**config.mk**
```make
export PLATFORM = sky130hd
export DESIGN_NAME = ssbw_pick
export DESIGN_NICKNAME = d
export VERILOG_FILES = /design/src/hdl/ssbw_pkg.sv /design/src/hdl/ssbw_pick.sv
export SDC_FILE = /design/constraint.sdc
export NUM_CORES = 1
export LEC_CHECK = 0
export BUFFER_PORTS_ARGS = -buffer_cell sky130_fd_sc_hd__buf_2
export CAP_MARGIN = 25
export CORE_AREA = 2 2 259 261
export CTS_CLUSTER_SIZE = 25
export DETAILED_ROUTE_END_ITERATION = 8
export DIE_AREA = 0 0 261 263
export HOLD_SLACK_MARGIN = 0.15
export PLACE_DENSITY = 0.55
export SYNTH_ARGS = -nofsm -noshare
export SYNTH_HDL_FRONTEND = slang
export SYNTH_SLANG_ARGS = --single-unit
```
**constraint.sdc**
```tcl
create_clock -name i_clk -period 6 [get_ports i_clk]
set_input_delay 0.3 -clock i_clk [delete_from_list [all_inputs] [get_ports i_clk]]
set_output_delay 0.3 -clock i_clk [all_outputs]
set_load 0.02 [all_outputs]
```
**src/hdl/ssbw_pkg.sv**
```systemverilog
// Package for the swept sphere box wall hit block.
// Widths, wall codes, pipeline depths and the structs that pass between stages.
// No dependencies.
package ssbw_pkg;

    localparam int COORD_W  = 32;
    localparam int FRAC_W   = 16;
    localparam int RAD_W    = COORD_W - 1;
    localparam int NUM_W    = COORD_W + 2;
    localparam int DEN_W    = COORD_W + 1;
    localparam int Q_W      = COORD_W - 1;
    localparam int INT_W    = Q_W - FRAC_W;
    localparam int AXES     = 3;
    localparam int N_WALL   = 5;
    localparam int AX_X     = 0;
    localparam int AX_Y     = 1;
    localparam int AX_Z     = 2;

    localparam int DIV_SPS  = 2;
    localparam int DIV_STG  = (Q_W + DIV_SPS - 1) / DIV_SPS;
    localparam int PREP_STG = 3;
    localparam int DIV_PIPE = DIV_STG + 1;
    localparam int PICK_STG = 2;
    localparam int CON_STG  = 5;
    localparam int NST      = PREP_STG + DIV_PIPE + PICK_STG + CON_STG;

    localparam int LO_W     = DEN_W / 2;
    localparam int HI_W     = DEN_W - LO_W;
    localparam int PROD_W   = DEN_W + COORD_W;
    localparam int P_W      = PROD_W - FRAC_W;
    localparam int V_W      = P_W + 2;

    localparam int IN_BITS     = 6 * COORD_W + RAD_W;
    localparam int IN_TDATA_W  = ((IN_BITS + 7) / 8) * 8;
    localparam int OUT_BITS    = 1 + 4 * COORD_W + 3;
    localparam int OUT_TDATA_W = ((OUT_BITS + 7) / 8) * 8;

    localparam int CFG_AW   = 3;
    localparam int CFG_DW   = 32;
    localparam logic CFG_XLEN = 1'b0;
    localparam logic CFG_ZLEN = 1'b1;

    localparam logic [COORD_W-1:0] T_ONE = COORD_W'(1) << FRAC_W;
    localparam logic [COORD_W-1:0] SMAX  = {1'b0, {(COORD_W-1){1'b1}}};
    localparam logic [COORD_W-1:0] SMIN  = {1'b1, {(COORD_W-1){1'b0}}};

    typedef enum logic [2:0] {
        WALL_FLOOR = 3'd0,
        WALL_XMIN  = 3'd1,
        WALL_ZMIN  = 3'd2,
        WALL_XMAX  = 3'd3,
        WALL_ZMAX  = 3'd4
    } t_wall;

    typedef struct packed {
        logic [AXES-1:0][COORD_W-1:0] s;
        logic [AXES-1:0][DEN_W-1:0]   d;
        logic [RAD_W-1:0]             r;
    } t_side;

    typedef struct packed {
        logic             cand;
        logic             neg;
        logic             sat;
        logic [DEN_W-1:0] rem;
        logic [DEN_W-1:0] dn;
        logic [Q_W-1:0]   low;
    } t_dlane;

    typedef struct packed {
        logic               hit;
        t_wall              code;
        logic [COORD_W-1:0] t;
    } t_best;

    function automatic int wall_axis(input int w);
        int a;
        case (w)
            0:       a = AX_Y;
            1, 3:    a = AX_X;
            default: a = AX_Z;
        endcase
        return a;
    endfunction

endpackage

```
**src/hdl/ssbw_pick.sv**
```systemverilog
// Two-stage tournament that picks the winning wall, earliest wall on a tie.
// Depends on ssbw_pkg.
module ssbw_pick (
    input  logic                                               i_clk,
    input  logic [ssbw_pkg::PICK_STG-1:0]                      i_ce,
    input  logic [ssbw_pkg::N_WALL-1:0][ssbw_pkg::COORD_W-1:0] i_t,
    input  logic [ssbw_pkg::N_WALL-1:0]                        i_cand,
    input  ssbw_pkg::t_side                                    i_side,
    output ssbw_pkg::t_best                                    o_best,
    output ssbw_pkg::t_side                                    o_side
);
    import ssbw_pkg::*;

    typedef struct packed {
        logic  pres;
        t_best b;
    } t_ent;

    function automatic t_ent pick2(input t_ent a, input t_ent c);
        t_ent m;
        if (c.pres && (!a.pres || ($signed(c.b.t) < $signed(a.b.t)))) m = c;
        else m = a;
        m.pres = a.pres | c.pres;
        return m;
    endfunction

    t_ent e [N_WALL];
    t_ent r_m1, r_m2, r_zmax, fin;
    t_side r_side;

    always_comb begin
        e[0].pres   = 1'b1;
        e[0].b.hit  = i_cand[0];
        e[0].b.code = WALL_FLOOR;
        e[0].b.t    = i_cand[0] ? i_t[0] : T_ONE;
        for (int w = 1; w < N_WALL; w++) begin
            e[w].pres  = i_cand[w];
            e[w].b.hit = 1'b1;
            e[w].b.t   = i_t[w];
        end
        e[1].b.code = WALL_XMIN;
        e[2].b.code = WALL_ZMIN;
        e[3].b.code = WALL_XMAX;
        e[4].b.code = WALL_ZMAX;
        fin = pick2(pick2(r_m1, r_m2), r_zmax);
    end

    always_ff @(posedge i_clk) begin
        if (i_ce[0]) begin
            r_m1   <= pick2(e[0], e[1]);
            r_m2   <= pick2(e[2], e[3]);
            r_zmax <= e[4];
            r_side <= i_side;
        end
        if (i_ce[1]) begin
            o_best <= fin.b;
            o_side <= r_side;
        end
    end

endmodule

```
======== After elaboration in Yosys (flattened, before gate mapping) ========
Cells that the tools add are included.
operators by class
  magnitude comparators ................... 4
  muxes and demuxes ....................... 5
  bitwise operators ....................... 1
  reduce and logical (&&, ||, !) cells .... 6
operators by type and width
  operator             count
  < comparator 32 bit  4
  two-way mux 33 bit   2
  two-way mux 32 bit   2
  two-way mux 36 bit   1
  logical AND 1 bit    4
  zero test 1 bit      1
  logical OR 1 bit     1
  OR 1 bit             1
word-level totals
  register bits after elaboration ......... 594
  bits of input ports ..................... 394
  output and inout port bits .............. 262
  word-level logic and storage cells ...... 42

======== Depth between registers and ports, before layout ========
  depth in word-level cells ............... 6
  mapped depth ............................ 24
  depth with buffers taken out ............ 21

======== Worst setup path before layout ========
Ideal clock, no wire load.
  kind .................................... flip-flop to flip-flop
  start point ............................. register r_m2[14] (netlist name)
  end point ............................... register o_best[10] (netlist name) (data pin)
  setup time .............................. 0.263 ns
  arrival time ............................ 4.692 ns
  required time ........................... 5.737 ns
  setup slack ............................. 1.045 ns
  cell stages (with the launch flop) ...... 21
  path buffers ............................ 3
  clock period less this slack ............ 4.955 ns
  cells stage by stage .................... edfxtp_1 ha_1 nand4_1 nor3_1 or4b_1 a31oi_1 o21ai_1 nand3b_1 buf_4 buf_1 mux2i_1 ha_1 a21o_1 a21o_1 a211oi_1 o21ai_0 a211o_1 o41a_1 clkbuf_1 a211oi_1 a21oi_1
RTL lines
  what                    RTL line         source
  from (decl)             ssbw_pick.sv:28  t_ent r_m1, r_m2, r_zmax, fin;
  from (signal assigned)  ssbw_pick.sv:51  r_m2 <= pick2(e[2], e[3]);
  to (signal assigned)    ssbw_pick.sv:56  o_best <= fin.b;
  to (decl)               ssbw_pick.sv:9   output ssbw_pkg::t_best o_best,

======== Worst setup path in the final report ========
  start point ............................. register r_m2[14] (netlist name)
  end point ............................... register o_best[33] (netlist name) (data pin)
between the ends
  word-level cells in the longest chain between the ends .. 5
RTL lines
  what                  RTL line         source
  < comparator 32 bit   ssbw_pick.sv:21  if (c.pres && (!a.pres || ($signed(c.b.t) < $signed(a.b.t)))) m = c;
  logical AND 1 bit     ssbw_pick.sv:21
  two-way mux 36 bit *  ssbw_pick.sv:21
  < comparator 32 bit   ssbw_pick.sv:21
  logical AND 1 bit     ssbw_pick.sv:21
Every way passes the cells marked *; elsewhere a longest branch is shown, timed or not.
A chain may end at the register's enable or synchronous reset.

==> qor.yml <==
status: "completed"
p_per_area_mw_per_mm2: 319
ys_seq_area_frac: 0.764
crit_top_cell: "a21o_1"
grtUsageTotal: 0.199
htreeDepth: 2
relSlewSlack: 0.282
grt-ovfl-total: 0
wirelength_mm: 70.9
grt_start_max_net_pins: 160
core_sq_mm: 0.0656
grt_use_met2: 0.345
leakage_uw: 0.0134
cap_viol_max_count: 0
cts_buffer_depth: 3
insertion_delay_ns: 0.62
ys_warn_count: 0
vias: 15700
syn_inst: 1319
worst-setup-path-type: "flip-flop to flip-flop"
whs_ns: 0.201
ys_ff_latch: 589
yosys_most_used_dff: "edfxtp_1"
dp_hpwl_mm: 52.1
layout.nets: 2850
syn_to_final_growth_pct: 41.7
ys_top_cells_by_area: "edfxtp_1, ha_1, o221ai_1"
cp.required_ns: 6.35
synth.avg_cell_area_sq_um: 17.6
gp_congestion: 0.856
finalSetupViolCount: 0
rows: 94
tightest_slew_ns: 1.08
crit_chain: "ha_1, nand4_1, nor3_1, or4b_1, a31oi_1, o21ai_1, nand3b_1, buf_12, mux2i_2, ha_1, a21o_1, a21o_1, a21o_1, a211oi_1, o21ai_0, a211o_1, o41a_4, a21o_1, buf_4, inv_1, nor2_1"
cp_num_buf_inv: 3
grtUsageMet3: 0.0488
hold_viol: 0
first_global_vias: 15800
cts_root_buffer: "clkbuf_16"
first_pass_iters: 6
min_path_type: "input port to flip-flop"
drt-initial-drc-count: 1419
port_buffers: 655
synth_area_leader_cell: "edfxtp_1"
die_x_um: 261
rsz0062_at_grt: "no"
fillers: 5581
fmax_mhz: 177
peakVddDrop_mv: 0.218
start_util: 0.353
drive_gt1_frac: 0.337
die_area_sq_mm: 0.0686
synth_cell_types: 49
cts.clk_slew.worst_paths_ns: 0.06
cts_tree: "done"
post_drt_wl_per_cell_um: 21.8
clkSinkCount: 589
gr-usage-met1: 0.238
die_h_um: 263
start_kind: "flip-flop"
async_flop_share: 0
period_minus_slack_ns: 5.64
finClkSkew_ns: 0.0206
cts_buffers: 60
min_period_over_period: 0.939
critPathArrivalTime_ns: 5.99
max_stage_delay_ns: 0.56
critPathSlowestCell: "o41a_4"
antenna_found_initial: 14
syn_area_sq_mm: 0.0232
yosysMostFrequentCell: "edfxtp_1"
final_max_slew_viol_count: 0
via_per_inst: 4.81
syn_nets: 1837
drc: 0
setup_tns_ns: 0
synth_edf_count: 589
endpoint_kind: "flip-flop"
cp_max_fo: 34
path_delay_family: "compound AO/OA/AOI/OAI gates"
synth_commonest_cells: "edfxtp_1, ha_1, inv_1"
grt_pass1_wl_mm: 101
grt_busiest_layer: "met2"
postCtsSetupRepairBufs: 0
synth.top_cell.area_share: 0.764
ant_nets: 0
io_pins: 656
-- placed cells by master (no fill, tap or decap), types with 31 or more instances in the layout --
cell type / synthesis / final
a211oi_1: 36 / 36
dlygate4sd3_1: 0 / 328
mux2i_1: 35 / 34
and2_1: 31 / 31
mux2_2: 32 / 32
buf_2: 2 / 653
clkbuf_16: 0 / 60
a21oi_1: 67 / 67
ha_1: 124 / 124
inv_1: 100 / 100
o221ai_1: 63 / 63
edfxtp_1: 589 / 589
a2bb2oi_1: 32 / 32
-- registers in the layout, indices dropped and copies added (netlist names) --
register  count
r_m1         34
r_m2         34
o_best       36
r_side      226
r_zmax       33
o_side      226
-- logic make-up after synthesis --
family | share of synthesized area
adders and majority gates | 0.0670
AOI/OAI and AO/OA | 0.0835
buffers and inverters | 0.0254
DFF | 0.764
muxes | 0.0307
and+or+nand+nor | 0.0298
-- power by group --
group	total [uW]	switching (uW)	internal [uW]
Combinational	1710	1000	706
Sequential	5090	119	4980
Clock	3660	1560	2100
Total	10500	2690	7780
-- cell type report --
| cell class | instances | area (sq um) | share of cell area |
|---|---|---|---|
| sequential | 589 | 17700 | 0.539 |
| tap | 864 | 1080 | 0.0329 |
| clock buffer | 70 | 1540 | 0.0469 |
| antenna | 13 | 32.5 | 0.000991 |
| timing repair buffer | 999 | 6780 | 0.207 |
| clock inverter | 40 | 395 | 0.0120 |
| multi-input combinational | 582 | 4930 | 0.150 |
| inverter | 100 | 375 | 0.0114 |
-- layer usage --
layer	vias up	share of wire
met4	6	0.037
li1	7276	-
met2	612	0.50
met5	-	0.00062
met1	7674	0.39
met3	106	0.074
-- stage by stage --
stage          total power [uW]   util  cells  worst slack [ns]  cell area, sq um
2_1_floorplan              5970      -   1319              1.04             23200
3_3_place_gp               6630  0.419   2804             0.402             27500
3_5_place_dp               6680  0.419   2805             0.282             27500
4_1_cts                   10500  0.499   3243             0.240             32700
5_1_grt                   10900  0.500   3253            0.0118             32800
6_report                  10500  0.500   3257             0.364             32800
-- worst register-to-register path, cell delays in order, from the launching register on --
cell and delay (ns):
edfxtp_1 0.39, ha_1 0.33, nand4_1 0.16, nor3_1 0.28
or4b_1 0.54, a31oi_1 0.22, o21ai_1 0.08, nand3b_1 0.17
buf_12 0.23, mux2i_2 0.29, ha_1 0.29, a21o_1 0.19
a21o_1 0.17, a21o_1 0.17, a211oi_1 0.23, o21ai_0 0.13
a211o_1 0.32, o41a_4 0.57, a21o_1 0.19, buf_4 0.25
inv_1 0.15, nor2_1 0.05
-- worst paths after layout --
check / from / slack (ns) / cells after the start / to
max: r_m2[14] / 0.36 / 21 / o_best[33]
min: i_t[63] / 0.20 / 3 / r_m1[31]
max reg2reg: r_m2[14] / 0.36 / 21 / o_best[33]
min reg2reg: r_side[86] / 0.40 / 0 / o_side[86]
-- what timing repair did --
| item | 4_1_cts | 5_1_grt |
|---|---|---|
| endpoints found under the setup margin | 0 | 31 |
| gates resized for setup | 0 | 3 |
| hold buffers | 328 | 0 |
| hold endpoints to repair | 295 | 0 |
Note: power is estimated with default switching activity, not from simulation.
