**config.mk**
```make
export PLATFORM = sky130hd
export DESIGN_NAME = ssbw_prep
export DESIGN_NICKNAME = d
export VERILOG_FILES = /design/src/hdl/ssbw_pkg.sv /design/src/hdl/ssbw_prep.sv
export SDC_FILE = /design/constraint.sdc
export NUM_CORES = 2
export LEC_CHECK = 0
export BUFFER_PORTS_ARGS = -buffer_cell sky130_fd_sc_hd__buf_2
export CORE_AREA = 2 2 393 395
export CTS_BUF_LIST = sky130_fd_sc_hd__clkbuf_2 sky130_fd_sc_hd__clkbuf_4 sky130_fd_sc_hd__clkbuf_8
export CTS_CLUSTER_DIAMETER = 30
export CTS_CLUSTER_SIZE = 20
export DETAILED_ROUTE_END_ITERATION = 8
export DIE_AREA = 0 0 395 397
export PLACE_DENSITY = 0.81
export SYNTH_ARGS = -nofsm -noshare
export SYNTH_HDL_FRONTEND = slang
export SYNTH_SLANG_ARGS = --single-unit
```
**constraint.sdc**
```tcl
create_clock -name i_clk -period 15.6 [get_ports i_clk]
set_input_delay 0 -clock i_clk [delete_from_list [all_inputs] [get_ports i_clk]]
set_output_delay 0 -clock i_clk [all_outputs]
set_load 0.01 [all_outputs]
```
**src/hdl/ssbw_pkg.sv**
```systemverilog
// Package for the swept sphere box wall hit block.
// Widths, wall codes, pipeline depths and the structs that pass between stages.
// No dependencies.
package ssbw_pkg;

    localparam int COORD_W  = 32;
    localparam int FRAC_W   = 16;
    localparam int RAD_W    = COORD_W - 1;
    localparam int NUM_W    = COORD_W + 2;
    localparam int DEN_W    = COORD_W + 1;
    localparam int Q_W      = COORD_W - 1;
    localparam int INT_W    = Q_W - FRAC_W;
    localparam int AXES     = 3;
    localparam int N_WALL   = 5;
    localparam int AX_X     = 0;
    localparam int AX_Y     = 1;
    localparam int AX_Z     = 2;

    localparam int DIV_SPS  = 2;
    localparam int DIV_STG  = (Q_W + DIV_SPS - 1) / DIV_SPS;
    localparam int PREP_STG = 3;
    localparam int DIV_PIPE = DIV_STG + 1;
    localparam int PICK_STG = 2;
    localparam int CON_STG  = 5;
    localparam int NST      = PREP_STG + DIV_PIPE + PICK_STG + CON_STG;

    localparam int LO_W     = DEN_W / 2;
    localparam int HI_W     = DEN_W - LO_W;
    localparam int PROD_W   = DEN_W + COORD_W;
    localparam int P_W      = PROD_W - FRAC_W;
    localparam int V_W      = P_W + 2;

    localparam int IN_BITS     = 6 * COORD_W + RAD_W;
    localparam int IN_TDATA_W  = ((IN_BITS + 7) / 8) * 8;
    localparam int OUT_BITS    = 1 + 4 * COORD_W + 3;
    localparam int OUT_TDATA_W = ((OUT_BITS + 7) / 8) * 8;

    localparam int CFG_AW   = 3;
    localparam int CFG_DW   = 32;
    localparam logic CFG_XLEN = 1'b0;
    localparam logic CFG_ZLEN = 1'b1;

    localparam logic [COORD_W-1:0] T_ONE = COORD_W'(1) << FRAC_W;
    localparam logic [COORD_W-1:0] SMAX  = {1'b0, {(COORD_W-1){1'b1}}};
    localparam logic [COORD_W-1:0] SMIN  = {1'b1, {(COORD_W-1){1'b0}}};

    typedef enum logic [2:0] {
        WALL_FLOOR = 3'd0,
        WALL_XMIN  = 3'd1,
        WALL_ZMIN  = 3'd2,
        WALL_XMAX  = 3'd3,
        WALL_ZMAX  = 3'd4
    } t_wall;

    typedef struct packed {
        logic [AXES-1:0][COORD_W-1:0] s;
        logic [AXES-1:0][DEN_W-1:0]   d;
        logic [RAD_W-1:0]             r;
    } t_side;

    typedef struct packed {
        logic             cand;
        logic             neg;
        logic             sat;
        logic [DEN_W-1:0] rem;
        logic [DEN_W-1:0] dn;
        logic [Q_W-1:0]   low;
    } t_dlane;

    typedef struct packed {
        logic               hit;
        t_wall              code;
        logic [COORD_W-1:0] t;
    } t_best;

    function automatic int wall_axis(input int w);
        int a;
        case (w)
            0:       a = AX_Y;
            1, 3:    a = AX_X;
            default: a = AX_Z;
        endcase
        return a;
    endfunction

endpackage

```
**src/hdl/ssbw_prep.sv**
```systemverilog
// Front stages: differences, wall tests, numerator magnitudes and divider set-up.
// Depends on ssbw_pkg.
module ssbw_prep (
    input  logic                                   i_clk,
    input  logic [ssbw_pkg::PREP_STG-1:0]          i_ce,
    input  logic [2:0][ssbw_pkg::COORD_W-1:0]      i_s,
    input  logic [2:0][ssbw_pkg::COORD_W-1:0]      i_e,
    input  logic [ssbw_pkg::RAD_W-1:0]             i_r,
    input  logic [ssbw_pkg::RAD_W-1:0]             i_xl,
    input  logic [ssbw_pkg::RAD_W-1:0]             i_zl,
    output ssbw_pkg::t_side                        o_side,
    output ssbw_pkg::t_dlane [ssbw_pkg::N_WALL-1:0] o_lane
);
    import ssbw_pkg::*;

    logic signed [NUM_W-1:0] n_num  [N_WALL];
    logic [N_WALL-1:0]       n_cand;
    t_side                   n_side;
    logic signed [NUM_W-1:0] se     [AXES];
    logic signed [NUM_W-1:0] ee     [AXES];
    logic signed [NUM_W-1:0] rr, xl, zl;

    logic signed [NUM_W-1:0] r0_num [N_WALL];
    logic [N_WALL-1:0]       r0_cand;
    t_side                   r0_side;

    logic [NUM_W-1:0]        r1_n    [N_WALL];
    logic [DEN_W-1:0]        r1_dn   [N_WALL];
    logic [N_WALL-1:0]       r1_neg, r1_cand;
    t_side                   r1_side;

    always_comb begin
        rr = $signed(NUM_W'(i_r));
        xl = $signed(NUM_W'(i_xl));
        zl = $signed(NUM_W'(i_zl));
        for (int a = 0; a < AXES; a++) begin
            se[a] = NUM_W'($signed(i_s[a]));
            ee[a] = NUM_W'($signed(i_e[a]));
            n_side.s[a] = i_s[a];
            n_side.d[a] = DEN_W'(ee[a] - se[a]);
        end
        n_side.r = i_r;
        n_num[0] = rr - se[AX_Y];
        n_num[1] = rr - se[AX_X];
        n_num[2] = rr - se[AX_Z];
        n_num[3] = xl - rr - se[AX_X];
        n_num[4] = zl - rr - se[AX_Z];
        n_cand[0] = ((ee[AX_Y] - rr) <= 0) && (n_side.d[AX_Y] != '0);
        n_cand[1] = ((ee[AX_X] - rr) <= 0) && (n_side.d[AX_X] != '0);
        n_cand[2] = ((ee[AX_Z] - rr) <= 0) && (n_side.d[AX_Z] != '0);
        n_cand[3] = ((ee[AX_X] + rr) >= xl) && (n_side.d[AX_X] != '0);
        n_cand[4] = ((ee[AX_Z] + rr) >= zl) && (n_side.d[AX_Z] != '0);
    end

    always_ff @(posedge i_clk) begin
        if (i_ce[0]) begin
            r0_num  <= n_num;
            r0_cand <= n_cand;
            r0_side <= n_side;
        end
    end

    always_ff @(posedge i_clk) begin
        if (i_ce[1]) begin
            for (int w = 0; w < N_WALL; w++) begin
                r1_n[w]  <= r0_num[w][NUM_W-1] ? NUM_W'(-r0_num[w]) : NUM_W'(r0_num[w]);
                r1_dn[w] <= r0_side.d[wall_axis(w)][DEN_W-1] ?
                            DEN_W'(-$signed(r0_side.d[wall_axis(w)])) : r0_side.d[wall_axis(w)];
                r1_neg[w] <= r0_num[w][NUM_W-1] ^ r0_side.d[wall_axis(w)][DEN_W-1];
            end
            r1_cand <= r0_cand;
            r1_side <= r0_side;
        end
    end

    always_ff @(posedge i_clk) begin
        if (i_ce[2]) begin
            for (int w = 0; w < N_WALL; w++) begin
                o_lane[w].cand <= r1_cand[w];
                o_lane[w].neg  <= r1_neg[w];
                o_lane[w].sat  <= (DEN_W+INT_W)'(r1_n[w]) >= {r1_dn[w], {INT_W{1'b0}}};
                o_lane[w].rem  <= DEN_W'(r1_n[w] >> INT_W);
                o_lane[w].dn   <= r1_dn[w];
                o_lane[w].low  <= {r1_n[w][INT_W-1:0], {FRAC_W{1'b0}}};
            end
            o_side <= r1_side;
        end
    end

endmodule

```
# Yosys cells after proc, flatten, opt, wreduce, memory -nomap -nowiden
# Memory sizes are Yosys's and may differ from the RTL's.
# Index checks and enable logic that the tools add are counted.
# totals
ramBits	335
word_cells	132
input_bits	289
output_inout_bits	726
n_memories	2
regBits	1213
# memory_table
memory	depth	width	read_ports	rd_ports_with_merged_regs	wr	line_no	source
r1_n	5	34	5	0	5	ssbw_prep.sv:27	logic [NUM_W-1:0] r1_n [N_WALL];
r1_dn	5	33	5	0	5	ssbw_prep.sv:28	logic [DEN_W-1:0] r1_dn [N_WALL];
# classes
mux	22
order_cmp	13
reduce_logical	8
n_bitwise	5
n_addsub	23
# op_table
operator	count
subtractor 32 x 32 -> 33 bit	11
2-to-1 mux 33 bit	9
greater-or-equal comparator 34 x 48 -> 1 bit	5
binary-select mux 33 bit (select 2 bit)	3
2-to-1 mux 34 bit	5
negation 34 bit	5
<= comparator 33 x 1 -> 1 bit (second input constant)	3
negation 33 bit	3
nonzero test 33 bit	3
less-than comparator 32 x 4 -> 1 bit (second input constant)	3
2-to-1 mux 32 bit	3
adder 32 x 32 -> 33 bit	2
greater-or-equal comparator 33 x 32 -> 1 bit	2
subtractor 31 x 31 -> 32 bit	2
logical AND 1 bit	5
bitwise XOR 1 bit	5
2-to-1 mux 1 bit	2

# Longest topological paths before layout
# depth
word_depth	6
depth_mapped	26
mapped_depth_nobuf	26

# Worst setup path before layout
# Ideal clock, no wire load.
# synth_path
kind	input-to-reg
startpoint	input i_r[1] (netlist bit)
endpoint	register r0_num[30] (netlist bit), data pin
required_time_ns	15.342
cell_stages	26
path_buffers	0
t_arrival_ns	4.628
slack_ns	10.714
cell_sequence	inv_1 -> ha_1 -> nor2b_1 -> o21ai_0 -> a21boi_0 -> o21ai_0 -> a21oi_1 -> nand2b_1 -> a21o_1 -> a21oi_1 -> o21bai_1 -> a21oi_1 -> xnor2_1 -> ha_1 -> nand3_1 -> nor2_1 -> and3_1 -> o311ai_0 -> a31oi_1 -> a41o_1 -> o21a_1 -> o41ai_1 -> o21ai_0 -> a21o_1 -> a21oi_1 -> xnor2_1
# synth_rtl
element	line_no	source
from (decl)	ssbw_prep.sv:8	input logic [ssbw_pkg::RAD_W-1:0] i_r,
to (signal assigned)	ssbw_prep.sv:57	r0_num <= n_num;
to (decl)	ssbw_prep.sv:23	logic signed [NUM_W-1:0] r0_num [N_WALL];

# Worst setup path after layout
# layout_path
startpoint	input i_r[1] (netlist bit)
endpoint	register r0_cand[3], data pin
# layout_between
elab_chain_cells	3
# layout_lines
element	line_no	source
adder 32 x 32 -> 33 bit	ssbw_prep.sv:51	n_cand[3] = ((ee[AX_X] + rr) >= xl) && (n_side.d[AX_X] != '0);
greater-or-equal comparator 33 x 32 -> 1 bit	ssbw_prep.sv:51	
logical AND 1 bit	ssbw_prep.sv:51	
net n_cand[3]	ssbw_prep.sv:17	logic [N_WALL-1:0] n_cand;
to (signal assigned)	ssbw_prep.sv:58	r0_cand <= n_cand;
to (decl)	ssbw_prep.sv:24	logic [N_WALL-1:0] r0_cand;
# The timed path passes the listed nets, and every way through them passes these cells.
# A chain may end at the register's enable or synchronous reset.

==> results.md <==
- Status: finished clean
- Setup crit end kind: flop
- Mapped Area: 0.0755 mm2
- Post-Syn Area per Cell: 12.3 um2
- Initial DRC count: 5830
- Initial core utilization: a little under 50%
- Die ar.: 0.157 mm2
- Total GRT Usage: 32.3%
- Final core utilization: 60.2%
- DP Wirelength: 197000 um
- Root Driver: clkbuf_8
- Cells after Synth: around 6100
- Commonest non-fill, non-tap cell in the layout: edfxtp_1
- RePlAce Congestion: around 0.96
- Routed wire length: about 260000 um
- IO buf count: around 860
- H-tree levels: 5
- First-pass GRT wire length: 369000 um
- Worst setup margin: 7.78 ns
- Seq cells post-synth: 1405
- TritonCTS Buffers: 289
- Hold Path Stages: 5
- Reg2Reg Depth: 11
- Dpl cells: 8929
- Critical path type: in2reg
- First-pass DRT Iterations: 6
- Die X: 395 um
- Ys async rst share: 0%
- Warnings from Yosys: 0
- Int Power: 8.25 mW
- Dpl ws: 9.19 ns
- Required @ worst endpoint: 16.30 ns
- DRC viols: 0
- Core ar.: 0.153 mm2
- Sink Count: 1405
- Main synth FF type: edfxtp_1
- HP Class: in2reg
- EDFF count, synth: 1405
- Clock buffer depth: 4
- VDD IR max: 83.1 uV
- Layout area overhead: 21.9%
- Commonest non-fill, non-tap cells in the layout: 1405 x edfxtp_1, 861 x buf_2, 635 x ha_1
- CP max FO: 12
- Relative slew slack: between 10% and 20%
- CTS clock-pin slew for the worst setup and hold paths: 0.05 ns
- Fin nets: between 8000 and 9000
- CTS tree: done
- Fin cells: 9920
- Worst endpoint data arrival time: 8.51 ns
- Metal2 WL: around 120000 um
- Crit start category: input pin
- Combinational share of power: 21.7%
- Final worst path period need: 7.82 ns
- Seq pwr share: 44.4%
- Met1 WL: 98900 um
- TNS Setup: 0 ns
- Top sig layer: met5
- Final setup fails: 0
- Cell variety after synth: 101
- Vias in the first global route: 56500
- Final Cycle Share: about half
- Sequential-to-total area share from yosys stat: 55.8%
- I/O pin cnt: 1015
- Via count: 57800
- RSZ-0062 raised after global routing: no
- Met3 routed WL: 23300 um
- Clock power share: approximately a third
- GRT overflow: 0
- Layout cells sized above 1: 18.4%
- Sw Ratio: 30.6%
- Chip height: 397 um
- Via density: 5.83
- Clock Skew: 0.102 ns
- Row cnt: 144
- Avg WL per Cell: ~26 um
- Hold Slack: 0.0938 ns
- Initial antenna violation count: 71
- ANT nets after route: 0
- Clk Latency, worst-skew pair: 1.01 ns
- Psw: ~3.6 mW
- Leakage: roughly 37 nW
- Largest net degree at the start of global routing: around 150
- Final Hold Violating Endpoints: 0
- Fmax: 0.128 GHz
- MaxCap Viol Count: 0
- Slew @ Worst Pin: 1.31 ns
- FILL cells: between 10000 and 15000
- Power per Cell Area: 129 mW/mm2
- Max Transition Viols Final: 0
-- metrics by stage --
step	power, mW	instance area, um2
floorplan	6.70	76100
global placement	7.58	81400
detailed placement	7.67	81400
CTS	11.8	92000
global route	12.3	92000
finish	11.9	92100
-- cells in the mapped netlist, types with 44 or more instances --
master | count | share of area (%)
a21o_1 | 144 | 1.4
a21oi_1 | 366 | 2.4
buf_4 | 220 | 2.2
clkbuf_1 | 76 | 0.38
edfxtp_1 | 1405 | 56
ha_1 | 635 | 11
inv_1 | 437 | 2.2
nand2_1 | 272 | 1.4
nand2b_1 | 85 | 0.70
nand3_1 | 82 | 0.54
nand4_1 | 49 | 0.41
nor2_1 | 313 | 1.6
nor2b_1 | 78 | 0.65
nor3_1 | 113 | 0.75
nor4_1 | 55 | 0.46
o21a_1 | 85 | 0.84
o21ai_0 | 259 | 1.7
o21bai_1 | 64 | 0.64
o31ai_1 | 106 | 1.1
o41ai_1 | 44 | 0.51
or3_1 | 58 | 0.48
or4_1 | 65 | 0.65
xnor2_1 | 500 | 5.8
xor2_1 | 87 | 1.0
-- per-layer routing --
layer	vias to the layer above	global-route usage, %
met4	60	16.4
met1	27900	39.3
met2	3253	53.5
met3	774	7.83
met5	-	0
li1	25800	-
-- worst max-delay path, cell delays in order --
cell and delay, ns:
dlygate4sd3_1 0.53, buf_2 0.12, dlygate4sd3_1 0.55, buf_4 0.21, inv_1 0.75, ha_1 0.27
nand2b_1 0.11, a21oi_1 0.08, o2111a_1 0.24, a2111oi_0 0.87, a211o_1 0.28, o41ai_1 0.12
a221o_1 0.42, a31oi_1 0.41, o31ai_1 0.17, a221o_1 0.37, or4_1 0.41, nand3_1 0.11
ha_1 0.24, o21ai_0 0.09, nand2b_1 0.07, a21oi_1 0.14, dlygate4sd3_1 0.57, o311a_1 0.17
dlygate4sd3_1 0.55, nor3_1 0.04, dlygate4sd3_1 0.58
-- layout make-up --
| type | count | area, um2 | area share (%) |
|---|---|---|---|
| Clock inverter | 178 | 1780 | 1.93 |
| Tap cell | 2044 | 2560 | 2.78 |
| Sequential cell | 1405 | 42200 | 45.8 |
| Clock buffer | 324 | 4300 | 4.67 |
| Antenna cell | 34 | 85.1 | 0.0924 |
| Inverter | 439 | 1650 | 1.79 |
| Multi-Input combinational cell | 4141 | 30300 | 32.9 |
| Timing Repair Buffer | 1355 | 9190 | 9.98 |
-- flip-flops by register name (all words and copies together), names as in the netlist --
register,count
r1_cand,5
r1_side,226
o_side,225
r1_neg,5
r1_n,170
o_lane,282
r1_dn,96
r0_side,226
r0_num,165
r0_cand,5
-- what timing repair did --
action / CTS / global route
endpoints found under the hold margin: 837 / 0
hold buffers: 455 / 0
resized for setup: 0 / 0
buffers inserted: 0 / 0
-- power by group through the flow --
stage	combinational, mW	clock (mW)	sequential, mW
after detailed placement	2.34	0	5.32
after floorplan	1.50	0	5.20
after global routing	2.77	4.26	5.31
after CTS	2.52	4.07	5.25
after global placement	2.28	0	5.29
final	2.57	4.04	5.27
-- final timing paths --
| check | start | end | slack (ns) |
|---|---|---|---|
| worst min register to register | r1_side[73] | o_side[73] | 0.36 |
| worst max register to register | r0_num[0] | r1_n[4][30] | 11.54 |
| worst min-delay path | i_zl[12] | r0_num[12] | 0.09 |
| worst max-delay path | i_r[1] | r0_cand[3] | 7.78 |
-- kinds of logic (layout without fill, tap and decap cells) --
kind of cell,count (synthesis),count (layout),synth area share (%)
AOI/OAI and AO/OA,1429,1429,12.7
DFF,1405,1405,55.8
and+or+nand+nor,1308,1308,8.90
buffers and inverters,737,2296,4.76
adders and majority gates,647,647,10.8
xor gates and xnor gates,587,587,6.81
muxes,15,15,0.202
other,1,189,0.00496
No activity file was read; power rests on OpenSTA's default activity.
